--- src/rtl/crdg_pkg.sv ---
`timescale 1ns / 1ps
// ----------------------------------------------------------------------------
// crdg_pkg
// shared widths, codes and payload types of the camera ray direction generator
// ----------------------------------------------------------------------------
package crdg_pkg;

    localparam int COMP_W    = 20;
    localparam int VEC_W     = 3 * COMP_W;
    localparam int PIX_W     = 10;
    localparam int PXW       = PIX_W + 1;
    localparam int NORM_BITS = 30;
    localparam int FRAC_BITS = 14;
    localparam int ONE_Q14   = 1 << FRAC_BITS;
    localparam int SQ_W      = 2 * NORM_BITS;
    localparam int SUM_W     = SQ_W + 2;
    localparam int ROOT_W    = SUM_W / 2;
    localparam int DVD_W     = NORM_BITS + FRAC_BITS + 1;
    localparam int QUO_W     = FRAC_BITS + 1;
    localparam int DIR_W     = 16;
    localparam int LANE_W    = 2;
    localparam int CFG_IDX_W = 2;
    localparam int S_DATA_W  = 24;
    localparam int M_DATA_W  = 3 * DIR_W;

    localparam logic [LANE_W-1:0] LANE_FINAL = '1;

    typedef enum logic [CFG_IDX_W-1:0] {
        CFG_CORNER = 2'd0,
        CFG_RIGHT  = 2'd1,
        CFG_DOWN   = 2'd2
    } t_cfg_idx;

    typedef logic [NORM_BITS-1:0] t_mag;

    typedef struct packed {
        logic [LANE_W-1:0] lane;
        logic              last;
    } t_tag;

    typedef struct packed {
        t_tag       tag;
        logic       zero;
        logic [2:0] neg;
    } t_side;

    typedef struct packed {
        t_side      side;
        t_mag [2:0] mag;
    } t_carry;

endpackage

--- src/rtl/crdg_expand.sv ---
`timescale 1ns / 1ps
// ----------------------------------------------------------------------------
// crdg_expand
// input register that issues one ray per cycle while i_en is high, four lanes for a quad
// ----------------------------------------------------------------------------
module crdg_expand import crdg_pkg::*; (
    input  logic             i_clk,
    input  logic             i_rst_n,
    input  logic             i_en,
    input  logic             i_valid,
    output logic             o_ready,
    input  logic             i_quad,
    input  logic [PIX_W-1:0] i_col,
    input  logic [PIX_W-1:0] i_row,
    output logic             o_valid,
    output logic [PXW-1:0]   o_px,
    output logic [PXW-1:0]   o_py,
    output t_tag             o_tag
);

    logic              r_valid;
    logic              r_quad;
    logic [PIX_W-1:0]  r_col;
    logic [PIX_W-1:0]  r_row;
    logic [LANE_W-1:0] r_lane;
    logic              n_last;
    logic              n_take;

    assign n_last  = !r_quad || (r_lane == LANE_FINAL);
    assign o_ready = !r_valid || (i_en && n_last);
    assign n_take  = i_valid && o_ready;

    always_ff @(posedge i_clk) begin
        if (!i_rst_n) begin
            r_valid <= 1'b0;
            r_lane  <= '0;
        end else if (n_take) begin
            r_valid <= 1'b1;
            r_lane  <= '0;
        end else if (r_valid && i_en) begin
            if (n_last) begin
                r_valid <= 1'b0;
            end else begin
                r_lane <= r_lane + 1'b1;
            end
        end
    end

    always_ff @(posedge i_clk) begin
        if (n_take) begin
            r_quad <= i_quad;
            r_col  <= i_col;
            r_row  <= i_row;
        end
    end

    // quad order: (x+1,y+1), (x,y+1), (x+1,y), (x,y)
    assign o_valid  = r_valid;
    assign o_px     = {1'b0, r_col} + PXW'(r_quad && !r_lane[0]);
    assign o_py     = {1'b0, r_row} + PXW'(r_quad && !r_lane[1]);
    assign o_tag.lane = r_lane;
    assign o_tag.last = n_last;

    a_lane_step: assert property (@(posedge i_clk) disable iff (!i_rst_n)
        r_valid && i_en && !n_last |=> r_valid && (r_lane == $past(r_lane) + 1'b1))
        else $error("quad lane did not advance");

    a_quad_blocks_input: assert property (@(posedge i_clk) disable iff (!i_rst_n)
        r_valid && !n_last |-> !o_ready)
        else $error("input taken while a quad is still issuing");

endmodule

--- config.mk ---
export PLATFORM = sky130hd
export DESIGN_NAME = crdg_expand
export DESIGN_NICKNAME = d
export VERILOG_FILES = /design/src/rtl/crdg_pkg.sv /design/src/rtl/crdg_expand.sv
export SDC_FILE = /design/constraint.sdc
export NUM_CORES = 1
export LEC_CHECK = 0
export ABC_AREA = 1
export BUFFER_PORTS_ARGS = -buffer_cell sky130_fd_sc_hd__buf_2
export CAP_MARGIN = 40
export CORE_ASPECT_RATIO = 1.75
export CORE_UTILIZATION = 40
export CTS_CLUSTER_SIZE = 16
export DETAILED_ROUTE_END_ITERATION = 12
export PLACE_DENSITY = 0.75
export SLEW_MARGIN = 20
export SYNTH_ARGS = -nofsm -noshare
export SYNTH_HDL_FRONTEND = slang
export SYNTH_SLANG_ARGS = --single-unit
export TNS_END_PERCENT = 50
--- constraint.sdc ---
create_clock -name i_clk -period 2.7 [get_ports i_clk]
set_input_delay 0.27 -clock i_clk [delete_from_list [all_inputs] [get_ports i_clk]]
set_output_delay 0.27 -clock i_clk [all_outputs]
set_load 0.01 [all_outputs]
# After elaboration in Yosys (flattened, before gate mapping)
# Cells that the tools add are included.
[classes]
n_addsub = 3
n_eq_ne = 1
mux = 3
bitwise_logic = 2
reduce_logical = 16
[op_table]
columns = ["cell", "count"]
rows = [
  ["$add A10 B1 Y11", 2],
  ["$logic_and A1 B1 Y1", 5],
  ["$logic_not A1 Y1", 4],
  ["$reduce_and A2 Y1", 2],
  ["$reduce_bool A2 Y1", 2],
  ["$mux W1", 3],
  ["$add A2 B1 Y2 const B", 1],
  ["$eq A2 B2 Y1 const B", 1],
  ["$logic_or A1 B1 Y1", 2],
  ["$not A1 Y1", 2],
  ["$reduce_or A2 Y1", 1],
]
[word_totals]
register_bits = 24
in_bits = 25
output_inout_bits = 27
word_cells = 30

# Longest topological paths before layout
[logic_depth]
depth_word = 7
mapped_depth = 9
depth_no_buf = 9

# Least setup slack after synthesis
# Ideal clock, no wire load.
[synth_path]
path_kind = "reg2reg"
from = "reg r_lane[0]"
to = "reg r_col[0], enable pin"
arrival_time_ps = 1243
setup_slack_ps = 1081
stages_incl_launch_ff = 6
synth_period_minus_slack_ps = 1619
cell_sequence = "dfxtp_1 -> ha_1 -> inv_1 -> nand3_1 -> nand3_1 -> inv_1"
[synth_between]
elab_chain_cells = 5
[synth_rtl]
columns = ["item", "line", "source"]
rows = [
  ["start, declared", "crdg_expand.sv:25", "logic [LANE_W-1:0] r_lane;"],
  ["start signal, assigned", "crdg_expand.sv:44", "r_lane <= r_lane + 1'b1;"],
  ["$eq A2 B2 Y1", "crdg_expand.sv:29", "assign n_last = !r_quad || (r_lane == LANE_FINAL);"],
  ["$logic_or A1 B1 Y1", "crdg_expand.sv:29", ""],
  ["$logic_and A1 B1 Y1", "crdg_expand.sv:30", "assign o_ready = !r_valid || (i_en && n_last);"],
  ["$logic_or A1 B1 Y1", "crdg_expand.sv:30", ""],
  ["$logic_and A1 B1 Y1", "crdg_expand.sv:31", "assign n_take = i_valid && o_ready;"],
  ["net n_take", "crdg_expand.sv:27", "logic n_take;"],
  ["end signal, assigned", "crdg_expand.sv:52", "r_col <= i_col;"],
  ["end, declared", "crdg_expand.sv:23", "logic [PIX_W-1:0] r_col;"],
]
# The timed path passes the listed nets, and every way through them passes these cells.
# A chain may end at the register's enable or synchronous reset.

# Final worst setup path
[layout_path]
from = "reg r_quad"
to = "out o_px[6]"
[layout_between]
elab_chain_cells = 2
[layout_rtl]
columns = ["item", "line", "source"]
rows = [
  ["start, declared", "crdg_expand.sv:22", "logic r_quad;"],
  ["start signal, assigned", "crdg_expand.sv:51", "r_quad <= i_quad;"],
  ["$logic_and A1 B1 Y1", "crdg_expand.sv:59", "assign o_px = {1'b0, r_col} + PXW'(r_quad && !r_lane[0]);"],
  ["$add A10 B1 Y11", "crdg_expand.sv:59", ""],
  ["end, declared", "crdg_expand.sv:16", "output logic [PXW-1:0] o_px,"],
]
# No other way between the ends.

==> flow_summary_export.csv <==
group,metric,value,unit
cts,numCtsBuffers,3,
cts,ctsRootBufferMaster,"clkbuf_8",
sta,fin_skew,3.935,ps
global_routing,grt_util_all_layers,14.04,%
sta,slew_headroom,48.80,%
critical_path,worstPathMaxFanout,5,
routing,wire_per_inst,10.25,um
place,post_dp_cell_area,1563,um^2
synthesis,synth_ff_type,"edfxtp_1",
cts,htree_num_levels,1,
synthesis,syn_area_per_cell,9.421,um^2
sta,slew_viol_final,0,
critical_path,startpoint_type,"flip-flop",
synthesis,ys_ff_latch,24,
global_routing,grt_max_degree,22,
sta,period_share,80.78,%
final_layout,antenna_cells,0,
run,cap_violations,0,
cts,clock-sinks,24,
routing,drtAntennaViolNets,0,
sta,fmax,458.5,MHz
power,p_int,0.6124,mW
floorplan,coreArea,2960,um^2
critical_path,crit_required,2430,ps
run_status,status,"finished clean",
global_routing,grt_pass1_wl,3629,um
final_layout,fin_util,54.65,%
routing,viasPerCell,4.517,
critical_path,rrSetupSlack,910,ps
power,pwr-share-seq,55.8,%
floorplan,start_util,42.65,%
synthesis,synth-xor-area-share,6.244,%
critical_path,endpoint_kind,"primary output",
final_layout,fill_cells,257,
sta,grt_setup_unrepaired,"false",
power,power.density,494.3,nW/um^2
synthesis,netlist_area,1262,um^2
sta,fin_setup_tns,0,ps
routing,vias,1039,
synthesis,async_reset_ff_share,0,%
cts,cts_tree,"yes",
routing,first_iter_violations,20,
final_layout,final_nets,219,
critical_path,crit_type,"flip-flop to primary output",
synthesis,yosysWarnings,0,
synthesis,yosys.area_share.simple,26.86,%
synthesis,yosys.area_share.adder,4.955,%
worst_hold_path,hp-class,"input pin to flip-flop",
cts,worstSkewPairLatency,260,ps
final_layout,fin_area,1618,um^2
power,switchingPower,0.1873,mW
synthesis,ys_types,17,
floorplan,num_rows,26,
power,vdd_drop_max,0.3779,mV
routing,routed_wl,2358,um
synthesis,synth_edf_count,21,
power,sw_frac_of_total,23.42,%
routing,drc_errors,0,
place,post-dp-hpwl,1960,um
floorplan,dieHeight,76.32,um
cts,cts-resized-gates,0,
sta,setup_viol,0,
global_routing,antenna_found_initial,0,
power,p_comb_share,15.4,%
sta,min_period,2181,ps
power,leakage,0.7972,nW
power,clockPowerShare,28.7,%
global_routing,overflow,0,
critical_path,worstPathArrival,1910,ps
floorplan,die_x,44.47,um
final_layout,drive_gt1_share,32.98,%
floorplan,design.die.area,3393,um^2
final_layout,area_growth_syn_to_layout,28.15,%
synthesis,synthMuxAreaShare,0,%
place,io_buffers,51,
cts,path_clk_slew,80,ps
place,gp_congestion,0.7584,
sta,hold_viol,0,
synthesis,seq_area_frac_synth,54.71,%
synthesis,syn_nets,164,
power,post-layout-total-power,0.7997,mW
synthesis,synthCells,134,
final_layout,ff_latch_area,690.7,um^2
synthesis,synth_top_family_by_area,"simple AND/OR/NAND/NOR gates",
cts,post_cts_buffers,0,
final_layout,multi_input_area,485.5,um^2
global_routing,grt_pass1_vias,938,
cts,cts_buffer_depth,2,
sta,whs,182.8,ps
synthesis,synth_compound_area_share,0.3964,%
sta,worst_pin_slew,767.1,ps
floorplan,pin_count,52,
routing,first_pass_iters,4,
cts,postCtsHoldBufs,0,
## Yosys cell counts, types with 2 or more instances
| library cell | n | area, um^2 |
|---|---|---|
| ha_1 | 5 | 62.56 |
| xnor2_1 | 2 | 17.52 |
| dfxtp_1 | 3 | 60.06 |
| inv_1 | 21 | 78.83 |
| nand3_2 | 2 | 20.02 |
| nand2_1 | 38 | 142.6 |
| nor2_1 | 12 | 45.04 |
| nand3_1 | 8 | 40.04 |
| nand4_1 | 3 | 18.77 |
| nand3b_1 | 4 | 30.03 |
| xor2_1 | 7 | 61.31 |
| edfxtp_1 | 21 | 630.6 |
| nor2_2 | 4 | 25.02 |
## flip-flops by register name (all words and copies together), names as in the netlist
register,cells
r_col,10
r_row,10
r_lane,2
o_valid,1
r_quad,1
## through the flow
stage,setup WS (ps),instances
3_5_place_dp,790.8,226
6_report,518.9,230
4_1_cts,488.0,230
2_1_floorplan,1081,134
5_1_grt,321.1,230
3_3_place_gp,827.1,226
## worst paths after layout
| kind | from | endpoint | depth (start not counted) |
|---|---|---|---|
| hold reg to reg | r_lane[1]$_SDFFE_PP0P_ | r_lane[1]$_SDFFE_PP0P_ | 4 |
| setup / recovery | r_quad$_DFFE_PP_ | o_px[6] | 10 |
| setup reg to reg | r_lane[0]$_SDFFE_PP0P_ | r_col[4]$_DFFE_PP_ | 5 |
| hold / removal | i_row[5] | r_row[5]$_DFFE_PP_ | 1 |
## placed cells by master (no fill, tap or decap), drive strengths merged
master / instances
edfxtp: 21
nor2: 17
o21ai: 1
xnor2: 2
nand3b: 4
and3: 1
nand4: 3
nand2: 38
xor2: 7
inv: 21
ha: 5
dfxtp: 3
buf: 51
nand3: 10
clkbuf: 4
## worst max-delay path, cell delays in order (launching register included)
cell and delay, ps:
edfxtp_1 350, inv_1 80, nor2_1 120, ha_1 260, ha_1 210, nand3_1 120, nor2_2 200, nand2_1 70
nand2_1 60, nand2_1 50, buf_2 130
## routing by layer
metal / track usage (%) / up-vias / wire length (um) / share of wire, %
li1: - / 536 / - / -
met3: 1.185 / 2 / 102 / 4.3
met5: 0 / - / 0 / 0
met1: 15.09 / 471 / 926 / 39
met4: 5.455 / 0 / 23 / 0.98
met2: 26.32 / 30 / 1306 / 55
## kinds of logic (layout without fill, tap and decap cells)
logic type	after synthesis	after routing
adders and majority gates	5	5
xor gates and xnor gates	9	9
AOI/OAI and AO/OA	1	1
buffers and inverters	22	76
DFF	24	24
and+or+nand+nor	73	73
## power groups by stage
| stage | combinational [mW] | clock (mW) | sequential [mW] |
|---|---|---|---|
| after CTS | 0.125 | 0.236 | 0.447 |
| after global routing | 0.137 | 0.245 | 0.450 |
| after detailed placement | 0.125 | 0 | 0.455 |
| after floorplan | 0.0720 | 0 | 0.452 |
| after global placement | 0.123 | 0 | 0.455 |
| final | 0.123 | 0.230 | 0.447 |
## area by class of cell
class | instances | share of cell area, %
clock buffer | 4 | 3.403
inverter | 21 | 4.872
multi-input combinational | 88 | 30.01
sequential | 24 | 42.69
tap | 42 | 3.248
timing repair buffer | 51 | 15.78
Note: power is estimated with default switching activity, not from simulation.
